$ cat config.mk
export PLATFORM = sky130hd
export DESIGN_NAME = fibonacci_mod_prime
export DESIGN_NICKNAME = d
export VERILOG_FILES = /design/src/rtl/core/fmp_pkg.sv /design/src/rtl/core/fmp_modmul.sv /design/src/rtl/core/fibonacci_mod_prime.sv
export SDC_FILE = /design/constraint.sdc
export NUM_CORES = 2
export LEC_CHECK = 0
export BUFFER_PORTS_ARGS = -buffer_cell sky130_fd_sc_hd__buf_2
export CAP_MARGIN = 20
export CORE_AREA = 2 2 338 340
export DETAILED_ROUTE_END_ITERATION = 12
export DIE_AREA = 0 0 340 342
export GPL_ROUTABILITY_DRIVEN = 0
export PLACE_DENSITY_LB_ADDON = 0.1
export SLEW_MARGIN = 20
export SYNTH_ARGS = -nofsm -noshare
export SYNTH_HDL_FRONTEND = slang
export SYNTH_SLANG_ARGS = --single-unit
$ cat constraint.sdc
create_clock -name clock -period 13.9 [get_ports clock]
set_input_delay 2.085 -clock clock [delete_from_list [all_inputs] [get_ports clock]]
set_output_delay 2.085 -clock clock [all_outputs]
set_load 0.005 [all_outputs]
$ cat src/rtl/core/fmp_pkg.sv
// fmp_pkg: shared constants, types and modular helpers for the tiling counter
// used by fmp_modmul, fibonacci_mod_prime and fmp_checker; no dependencies
package fmp_pkg;

   localparam int RES_BITS = 30;

   localparam logic [RES_BITS-1:0] TILE_PRIME     = 30'd1000000007;
   localparam logic [31:0]         TILE_PRIME_X2  = 32'd2000000014;
   // floor(2^60 / prime), barrett reciprocal
   localparam logic [30:0]         BARRETT_MU     = 31'd1152921496;
   localparam logic [RES_BITS-1:0] TILE_PRIME_MAX = 30'd1000000006;

   typedef struct packed {
      logic                start;
      logic [RES_BITS-1:0] op_a;
      logic [RES_BITS-1:0] op_b;
   } mm_req_type;

   typedef struct packed {
      logic                done;
      logic [RES_BITS-1:0] product;
   } mm_rsp_type;

   function automatic logic [RES_BITS-1:0] mod_add(input logic [RES_BITS-1:0] a,
                                                   input logic [RES_BITS-1:0] b);
      logic [RES_BITS:0] s;
      s = {1'b0, a} + {1'b0, b};
      if (s >= {1'b0, TILE_PRIME}) begin
         s = s - {1'b0, TILE_PRIME};
      end
      return s[RES_BITS-1:0];
   endfunction

   function automatic logic [RES_BITS-1:0] mod_sub(input logic [RES_BITS-1:0] a,
                                                   input logic [RES_BITS-1:0] b);
      logic [RES_BITS:0] s;
      if (a >= b) begin
         s = {1'b0, a} - {1'b0, b};
      end else begin
         s = {1'b0, a} + {1'b0, TILE_PRIME} - {1'b0, b};
      end
      return s[RES_BITS-1:0];
   endfunction

endpackage

$ cat src/rtl/core/fmp_modmul.sv
// fmp_modmul: modular product a*b mod prime with barrett reduction
// one 31x31 multiplier used three times per product; depends on fmp_pkg
module fmp_modmul (
   input  logic              clock,
   input  logic              reset,
   input  fmp_pkg::mm_req_type mm_req,
   output fmp_pkg::mm_rsp_type mm_rsp
);

   typedef enum logic [4:0] {
      MM_IDLE = 5'b00001,
      MM_MUL  = 5'b00010,
      MM_EST  = 5'b00100,
      MM_BACK = 5'b01000,
      MM_FIX  = 5'b10000
   } mm_state_type;

   mm_state_type state_ff, state_in;
   logic         done_ff, done_in;

   logic [fmp_pkg::RES_BITS-1:0] op_a_ff, op_a_in;
   logic [fmp_pkg::RES_BITS-1:0] op_b_ff, op_b_in;
   logic [61:0]                  prod_ff, prod_in;
   logic [31:0]                  x_ff, x_in;
   logic [fmp_pkg::RES_BITS-1:0] result_ff, result_in;

   logic [30:0] mul_a;
   logic [30:0] mul_b;
   logic [61:0] mul_p;
   logic [31:0] diff;

   // shared multiplier operand select
   always_comb begin
      case (state_ff)
         MM_MUL: begin
            mul_a = {1'b0, op_a_ff};
            mul_b = {1'b0, op_b_ff};
         end
         MM_EST: begin
            mul_a = prod_ff[59:29];
            mul_b = fmp_pkg::BARRETT_MU;
         end
         MM_BACK: begin
            mul_a = prod_ff[61:31];
            mul_b = {1'b0, fmp_pkg::TILE_PRIME};
         end
         default: begin
            mul_a = '0;
            mul_b = '0;
         end
      endcase
   end

   assign mul_p = mul_a * mul_b;
   assign diff  = x_ff - prod_ff[31:0];

   always_comb begin
      state_in  = state_ff;
      done_in   = 1'b0;
      op_a_in   = op_a_ff;
      op_b_in   = op_b_ff;
      prod_in   = prod_ff;
      x_in      = x_ff;
      result_in = result_ff;
      case (state_ff)
         MM_IDLE: begin
            if (mm_req.start) begin
               op_a_in  = mm_req.op_a;
               op_b_in  = mm_req.op_b;
               state_in = MM_MUL;
            end
         end
         MM_MUL: begin
            prod_in  = mul_p;
            state_in = MM_EST;
         end
         MM_EST: begin
            x_in     = prod_ff[31:0];
            prod_in  = mul_p;
            state_in = MM_BACK;
         end
         MM_BACK: begin
            prod_in  = mul_p;
            state_in = MM_FIX;
         end
         MM_FIX: begin
            // remainder estimate is below three times the prime
            if (diff >= fmp_pkg::TILE_PRIME_X2) begin
               result_in = 30'(diff - fmp_pkg::TILE_PRIME_X2);
            end else if (diff >= {2'b00, fmp_pkg::TILE_PRIME}) begin
               result_in = 30'(diff - {2'b00, fmp_pkg::TILE_PRIME});
            end else begin
               result_in = diff[fmp_pkg::RES_BITS-1:0];
            end
            done_in  = 1'b1;
            state_in = MM_IDLE;
         end
         default: begin
            state_in = MM_IDLE;
         end
      endcase
   end

   always_ff @(posedge clock) begin
      if (reset) begin
         state_ff <= MM_IDLE;
         done_ff  <= 1'b0;
      end else begin
         state_ff <= state_in;
         done_ff  <= done_in;
      end
   end

   always_ff @(posedge clock) begin
      op_a_ff   <= op_a_in;
      op_b_ff   <= op_b_in;
      prod_ff   <= prod_in;
      x_ff      <= x_in;
      result_ff <= result_in;
   end

   assign mm_rsp.done    = done_ff;
   assign mm_rsp.product = result_ff;

endmodule

$ cat src/rtl/core/fibonacci_mod_prime.sv
// fibonacci_mod_prime: 2 by n domino tiling count, F(n+1) mod 1000000007
// fibonacci matrix power by square and multiply; depends on fmp_pkg, fmp_modmul
//
//  channel   ports                                   transfer
//  request   start, busy, req_tile_length            start high while busy low
//  response  rsp_valid, rsp_tiling_count             rsp_valid high, one cycle
//
// one modular product takes three passes of the shared 31x31 multiplier
// one 2x2 matrix step takes four products (matrices kept symmetric)
// an item takes one matrix step per squaring and per multiply from transfer to strobe,
// squarings one fewer than the bits of n-1, multiplies its set bits
// busy is high from the cycle after a transfer until the result strobe
// synchronous reset returns to idle; the result strobe cannot be stalled
module fibonacci_mod_prime #(
   parameter int LENGTH_BITS = 63
) (
   input  logic                         clock,
   input  logic                         reset,
   input  logic                         start,
   output logic                         busy,
   input  logic [LENGTH_BITS-1:0]       req_tile_length,
   output logic                         rsp_valid,
   output logic [fmp_pkg::RES_BITS-1:0] rsp_tiling_count
);

   typedef enum logic [6:0] {
      ST_IDLE  = 7'b0000001,
      ST_STEP  = 7'b0000010,
      ST_PREP  = 7'b0000100,
      ST_ISSUE = 7'b0001000,
      ST_WAIT  = 7'b0010000,
      ST_STORE = 7'b0100000,
      ST_FINAL = 7'b1000000
   } fmp_state_type;

   fmp_state_type state_ff, state_in;
   logic          rsp_valid_ff, rsp_valid_in;
   logic          bit_done_ff, bit_done_in;
   logic          is_sqr_ff, is_sqr_in;
   logic [1:0]    idx_ff, idx_in;

   logic [LENGTH_BITS-1:0]       k_ff, k_in;
   // matrices held as (off-diagonal, lower-right); upper-left is their difference
   logic [fmp_pkg::RES_BITS-1:0] acc_b_ff, acc_b_in, acc_d_ff, acc_d_in;
   logic [fmp_pkg::RES_BITS-1:0] base_b_ff, base_b_in, base_d_ff, base_d_in;
   logic [fmp_pkg::RES_BITS-1:0] xa_ff, xa_in;
   logic [fmp_pkg::RES_BITS-1:0] sum_ff, sum_in;
   logic [fmp_pkg::RES_BITS-1:0] new_b_ff, new_b_in;
   logic [fmp_pkg::RES_BITS-1:0] count_ff, count_in;

   logic [fmp_pkg::RES_BITS-1:0] x_b;
   logic [fmp_pkg::RES_BITS-1:0] x_d;
   logic [fmp_pkg::RES_BITS-1:0] new_d;

   fmp_pkg::mm_req_type mm_req;
   fmp_pkg::mm_rsp_type mm_rsp;

   fmp_modmul u_modmul (
      .clock  (clock),
      .reset  (reset),
      .mm_req (mm_req),
      .mm_rsp (mm_rsp)
   );

   assign x_b   = is_sqr_ff ? base_b_ff : acc_b_ff;
   assign x_d   = is_sqr_ff ? base_d_ff : acc_d_ff;
   assign new_d = fmp_pkg::mod_add(sum_ff, mm_rsp.product);

   // operand pairs: a*yb, b*yd, b*yb, d*yd
   always_comb begin
      mm_req.start = (state_ff == ST_ISSUE);
      case (idx_ff)
         2'd0: begin
            mm_req.op_a = xa_ff;
            mm_req.op_b = base_b_ff;
         end
         2'd1: begin
            mm_req.op_a = x_b;
            mm_req.op_b = base_d_ff;
         end
         2'd2: begin
            mm_req.op_a = x_b;
            mm_req.op_b = base_b_ff;
         end
         default: begin
            mm_req.op_a = x_d;
            mm_req.op_b = base_d_ff;
         end
      endcase
   end

   always_comb begin
      state_in     = state_ff;
      rsp_valid_in = 1'b0;
      bit_done_in  = bit_done_ff;
      is_sqr_in    = is_sqr_ff;
      idx_in       = idx_ff;
      k_in         = k_ff;
      acc_b_in     = acc_b_ff;
      acc_d_in     = acc_d_ff;
      base_b_in    = base_b_ff;
      base_d_in    = base_d_ff;
      xa_in        = xa_ff;
      sum_in       = sum_ff;
      new_b_in     = new_b_ff;
      count_in     = count_ff;
      case (state_ff)
         ST_IDLE: begin
            if (start) begin
               if (req_tile_length == '0) begin
                  k_in = '0;
               end else begin
                  k_in = req_tile_length - LENGTH_BITS'(1);
               end
               acc_b_in    = '0;
               acc_d_in    = 30'd1;
               base_b_in   = 30'd1;
               base_d_in   = 30'd1;
               bit_done_in = 1'b0;
               state_in    = ST_STEP;
            end
         end
         ST_STEP: begin
            if (k_ff[0] && !bit_done_ff) begin
               is_sqr_in = 1'b0;
               state_in  = ST_PREP;
            end else if (k_ff[LENGTH_BITS-1:1] == '0) begin
               state_in = ST_FINAL;
            end else begin
               is_sqr_in = 1'b1;
               state_in  = ST_PREP;
            end
         end
         ST_PREP: begin
            xa_in    = fmp_pkg::mod_sub(x_d, x_b);
            idx_in   = 2'd0;
            state_in = ST_ISSUE;
         end
         ST_ISSUE: begin
            state_in = ST_WAIT;
         end
         ST_WAIT: begin
            if (mm_rsp.done) begin
               case (idx_ff)
                  2'd0, 2'd2: sum_in = mm_rsp.product;
                  2'd1:       new_b_in = fmp_pkg::mod_add(sum_ff, mm_rsp.product);
                  default:    sum_in = sum_ff;
               endcase
               if (idx_ff == 2'd3) begin
                  state_in = ST_STORE;
               end else begin
                  idx_in   = idx_ff + 2'd1;
                  state_in = ST_ISSUE;
               end
            end
         end
         ST_STORE: begin
            if (is_sqr_ff) begin
               base_b_in   = new_b_ff;
               base_d_in   = new_d;
               k_in        = k_ff >> 1;
               bit_done_in = 1'b0;
            end else begin
               acc_b_in    = new_b_ff;
               acc_d_in    = new_d;
               bit_done_in = 1'b1;
            end
            state_in = ST_STEP;
         end
         ST_FINAL: begin
            // m00 + 2*m10 equals lower-right plus off-diagonal
            count_in     = fmp_pkg::mod_add(acc_d_ff, acc_b_ff);
            rsp_valid_in = 1'b1;
            state_in     = ST_IDLE;
         end
         default: begin
            state_in = ST_IDLE;
         end
      endcase
   end

   always_ff @(posedge clock) begin
      if (reset) begin
         state_ff     <= ST_IDLE;
         rsp_valid_ff <= 1'b0;
         bit_done_ff  <= 1'b0;
         is_sqr_ff    <= 1'b0;
         idx_ff       <= 2'd0;
      end else begin
         state_ff     <= state_in;
         rsp_valid_ff <= rsp_valid_in;
         bit_done_ff  <= bit_done_in;
         is_sqr_ff    <= is_sqr_in;
         idx_ff       <= idx_in;
      end
   end

   always_ff @(posedge clock) begin
      k_ff      <= k_in;
      acc_b_ff  <= acc_b_in;
      acc_d_ff  <= acc_d_in;
      base_b_ff <= base_b_in;
      base_d_ff <= base_d_in;
      xa_ff     <= xa_in;
      sum_ff    <= sum_in;
      new_b_ff  <= new_b_in;
      count_ff  <= count_in;
   end

   assign busy             = (state_ff != ST_IDLE);
   assign rsp_valid        = rsp_valid_ff;
   assign rsp_tiling_count = count_ff;

endmodule

## After elaboration in Yosys (flattened, before gate mapping)

Index checks and enable logic that the tools add are counted.

- Bits in registers: 505
- Input bits: 66
- Output and inout bits: 32
- Logic and storage cells: 122

- Add/subtract/negate cells: 12
- $mul: 1
- Magnitude comparators: 5
- Eq/ne operators: 23
- Muxes and demuxes: 42
- Reductions and logical operators: 18

Operator list:

| kind | number |
|---|---|
| $mux W30 | 13 |
| $pmux W30 S2 | 4 |
| $mux W63 | 3 |
| $pmux W31 S3 | 2 |
| $pmux W60 S3 | 1 |
| $pmux W63 S2 | 1 |
| $sub A30 B30 Y30 const B | 4 |
| $logic_not A63 Y1 | 1 |
| $sub A63 B1 Y63 const B | 1 |
| $add A30 B30 Y31 | 2 |
| $ge A31 B30 Y1 const B | 2 |
| $logic_not A62 Y1 | 1 |
| $mul A31 B31 Y62 | 1 |
| $sub A30 B30 Y30 | 2 |
| $pmux W7 S6 | 1 |
| $ge A32 B30 Y1 const B | 1 |
| $ge A32 B31 Y1 const B | 1 |
| $sub A32 B32 Y32 | 1 |
| $add A30 B30 Y30 const B | 1 |
| $ge A30 B30 Y1 | 1 |
| $mux W7 | 4 |
| $pmux W5 S4 | 1 |
| $reduce_and A3 Y1 | 5 |
| $ne A2 B2 Y1 const B | 6 |
| 30 further kinds | 41 |

## Logic depth before layout (Yosys ltp)

- Depth in word-level cells: 5
- Mapped depth: 39
- Depth with buffers taken out: 35

## By module

A second synthesis with hierarchy kept.

- Cell total of the unflattened synthesis: 6747
- Area, all modules: 63253.2 µm²

By module, submodules not included:

| module | instances | cells each | area each (µm²) | seq. area each (µm²) |
|---|---|---|---|---|
| fmp_modmul | 1 | 4267 | 39510.4 | 5645.4 |
| fibonacci_mod_prime | 1 | 2480 | 23742.8 | 9339.0 |

## Worst setup path after synthesis

Ideal clock, no wire load.

- Kind: register -> register
- Start point: register is_sqr_ff
- End point: register base_b_ff[0] (netlist name), enable pin
- Library setup time: 0.775 ns
- Data arrival time: 10.158 ns
- Data required time: 13.125 ns
- Setup slack: 2.967 ns
- Stages on the path, launching flop included: 6
- Buffers on the path: 3
- Period minus slack after synthesis: 10.933 ns
- Cell sequence: dfxtp_1 -> clkbuf_1 -> clkbuf_1 -> clkbuf_1 -> inv_1 -> o21ai_0

- Word-level cells in the longest chain between the ends: 2

RTL lines:

| element | RTL line | source |
|---|---|---|
| start: declaration | fibonacci_mod_prime.sv:39 | `logic is_sqr_ff, is_sqr_in;` |
| start signal: assignment | fibonacci_mod_prime.sv:193 | `is_sqr_ff <= is_sqr_in;` |
| $ne A2 B2 Y1 (no line) | -- |  |
| $reduce_and A3 Y1 (no line) | -- |  |
| end signal: assignment | fibonacci_mod_prime.sv:202 | `base_b_ff <= base_b_in;` |
| end: declaration | fibonacci_mod_prime.sv:45 | `logic [fmp_pkg::RES_BITS-1:0] base_b_ff, base_b_in, base_d_ff, base_d_in;` |

No other way between the ends.
A chain may end at the register's enable or synchronous reset.

## Worst setup path after layout

- Start point: register u_modmul.state_ff[2]
- End point: register u_modmul.prod_ff[54], data pin

- Word-level cells in the longest chain between the ends: 3
- Elaborated cells on any way between the ends: 6
- Those cells by class: mul (1); eq/ne (3); mux (2)

RTL lines:

| element | RTL line | source |
|---|---|---|
| start: declaration | fmp_modmul.sv:18 | `mm_state_type state_ff, state_in;` |
| start signal: assignment | fmp_modmul.sv:109 | `state_ff <= state_in;` |
| $eq A5 B4 Y1, or another cell as far along | fmp_modmul.sv:34 | `case (state_ff)` |
| $pmux W31 S3 | fmp_modmul.sv:34 |  |
| $mul A31 B31 Y62 (*) | fmp_modmul.sv:54 | `assign mul_p = mul_a * mul_b;` |
| net u_modmul.mul_p[54] | fmp_modmul.sv:29 | `logic [61:0] mul_p;` |
| end signal: assignment | fmp_modmul.sv:117 | `prod_ff <= prod_in;` |
| end: declaration | fmp_modmul.sv:23 | `logic [61:0] prod_ff, prod_in;` |

The timed path passes the listed nets; every way through them passes the cells marked *.

==> run summary <==
clock latency on the worst-skew pair - 630 ps
FF-to-FF path depth - 28
drt pass-1 iters - 6
ys async rst share - 0
Remaining DRCs - 0
setup_tns - 0 ps
pin count of the biggest net entering global routing - 67
Distinct cells, synth - 95
vias in the first global route - 48020
Syn Area/Cell - 9.456 sq um
GRT Util Overall - 0.3365
DR iter-0 viols - 4588
Max Cap Viol - 0
fin nets - 7845
GRT overflow - 0
reg2reg end - u_modmul.prod_ff[54]
layout cells sized above 1 - 0.06745
peak supply drop - 0.08776 mV
Cell Pwr Density - 60.28 nW/um^2
first-pass GRT wire length - 295800 um
hold_buf cts - 0
worst min path class - flop to flop
Clock Skew - 18.93 ps
Detailed Route WL - 193100 um
critical path's slowest cell - fa_1
crit start category - flop
Clock Sinks - 505
Setup crit start - u_modmul.state_ff[2]
initial antenna violation count - 6
Setup Crit Path Kind - flop to flop
Crit path top cell by count - fa_1
die width - 340 um
post-DP HPWL - 149900 um
PortBufs - 97
worst hold stages - 0
Setup Fix Bufs, Post-CTS - 0
htree depth - 2
register area share after synthesis - 0.2428
dominant synthesized flop cell - edfxtp_1
number of flip-flops in the largest register - 63
Hold Crit Endpoint - u_modmul.x_ff[26]
synthesized area - 61720 sq um
post_cts resized - 0
synthesized flop and latch total - 505
CTS Buf Count - 53
worst-path maximum fanout - 54
CP Capture Type - flop
max_slew headroom - 0.2502
Clock transition at path regs - 70 ps
run status - completed
Hold Crit Start - u_modmul.prod_ff[26]
RR Startpoint - u_modmul.state_ff[2]
most flop-heavy register - k_ff
Hold WS - 456.2 ps
number of cells produced by synthesis - 6527
RSZ-0062 raised after global routing - false
Max Slew Vio Count - 0
final setup fails - 0
Leakage - 28.65 nW
FP Rows - 124
CP arrival - 11490 ps
Final Cycle Share - 0.7995
Largest regs - k_ff x63, u_modmul.prod_ff x62, u_modmul.x_ff x32
max incr delay on CP - 800 ps
post-detailed-route count of antenna-violating nets - 0
area grow syn2layout - 6.358%
CTS tree - done
starting density of the core - 0.5457
die area - 116300 sq um
min cycle time layout - 11110 ps
Post-synth EDFFs - 487
worst-margin pin slew - 1125 ps
Vias per Instance - 5.920
flop-to-flop setup slack - 2790 ps
WP data required - 14280 ps
fmax - 89.99 MHz
num ports - 98
Final Hold Viols - 0
chip height - 342 um
Via Count - 47680
Core ar. - 113100 sq um
Synth Warn # - 0
Max clock buf depth - 3
post-DR wirelength/cell - 23.97 um
clk root buf - clkbuf_16
-- synth_stat cells (all sizes together) (115+ instances only) --
cell | n | area (sq um)
a21o | 123 | 923.4
a21oi | 274 | 1371
clkbuf | 253 | 950.9
edfxtp | 487 | 14620
fa | 857 | 17160
ha | 428 | 5355
inv | 1000 | 3754
nand2 | 743 | 2789
nor2 | 735 | 2764
o21ai | 252 | 1265
xnor2 | 196 | 1717
xor2 | 115 | 1007
-- metrics by stage --
stage / instance area (sq um) / std cells / utilization / total power, mW / setup WS, ps
finish: 65640 / 8054 / 0.5804 / 3.957 / 2787
global route: 65640 / 8051 / 0.5803 / 4.118 / 2492
CTS: 65620 / 8049 / 0.5802 / 3.972 / 2943
detailed placement: 63850 / 7950 / 0.5645 / 2.499 / 3035
global placement: 63840 / 7950 / 0.5645 / 2.490 / 3119
floorplan: 61730 / 6531 / - / 2.317 / 2967
-- metal layers --
| metal | wire length (um) | share of wire | vias up | global-route usage |
|---|---|---|---|---|
| met4 | 9873 | 0.051 | 4 | 0.1457 |
| met1 | 79760 | 0.41 | 23760 | 0.4649 |
| met2 | 83910 | 0.43 | 2188 | 0.5059 |
| met3 | 19500 | 0.10 | 469 | 0.08333 |
| met5 | 28 | 0.00015 | - | 0 |
| li1 | - | - | 21270 | - |
-- cell usage in the layout, fill, tap and decap left out, types with 26 or more instances in the layout --
cell / instances
and2_1: 98
a31oi_1: 31
buf_4: 104
nand2b_1: 34
or3_1: 34
nand2_1: 743
a221oi_1: 34
nor3_1: 74
nor4_1: 34
mux2_2: 74
fa_1: 857
clkbuf_16: 54
nand3_1: 74
ha_1: 426
o21a_1: 30
nand4_1: 36
nor2_1: 731
mux2i_1: 42
a22oi_1: 34
a21oi_1: 266
inv_1: 999
xor2_1: 115
buf_2: 98
edfxtp_1: 487
o21ai_0: 218
xnor2_1: 196
a211oi_1: 32
o21ai_1: 30
nor2b_1: 26
a21o_1: 123
-- critical path, delay by kind of cell, from the launching register on --
kind                     cells  cell delay [ps]
XOR/XNOR                     1              160
adder cells (fa/ha/maj)      9             4860
AND/OR/NAND/NOR              4             1500
buffers and inverters        3             1190
AO/OA/AOI/OAI               11             2730
flip-flops                   1              350
-- area by class of cell --
class	count	area [sq um]
Clock inverter	30	339.1
Timing Repair Buffer	202	1271
Antenna cell	4	10.01
Inverter	1000	3754
Sequential cell	505	14990
Multi-Input combinational cell	4732	41950
Tap cell	1512	1892
Fill cell	10080	47460
Clock buffer	69	1438
-- how the worst max path moves through the flow --
stage	slack, ps	endpoint	depth (start not counted)
finish	2790	u_modmul.prod_ff[54]	28
global route	2490	u_modmul.prod_ff[54]	28
CTS	2940	u_modmul.prod_ff[56]	33
detailed placement	3040	u_modmul.prod_ff[56]	33
global placement	3120	u_modmul.prod_ff[56]	33
floorplan	2970	base_b_ff[0]	5
-- kinds of logic after synthesis --
group,after synthesis,synth area share
flip-flops,505,0.2428
multiplexers,116,0.02031
AO/OA/AOI/OAI,1007,0.1053
other,2,0.0001217
adder cells (fa/ha/maj),1285,0.3647
buffers and inverters,1294,0.07967
AND/OR/NAND/NOR,2007,0.1430
XOR/XNOR,311,0.04413
-- power breakdown --
part           internal [mW]  switching, mW  total [mW]
combinational          0.273          0.444       0.717
sequential              1.74         0.0263        1.76
clock                  0.832          0.645        1.48
total                   2.84           1.12        3.96
Note: power is estimated with default switching activity, not from simulation.
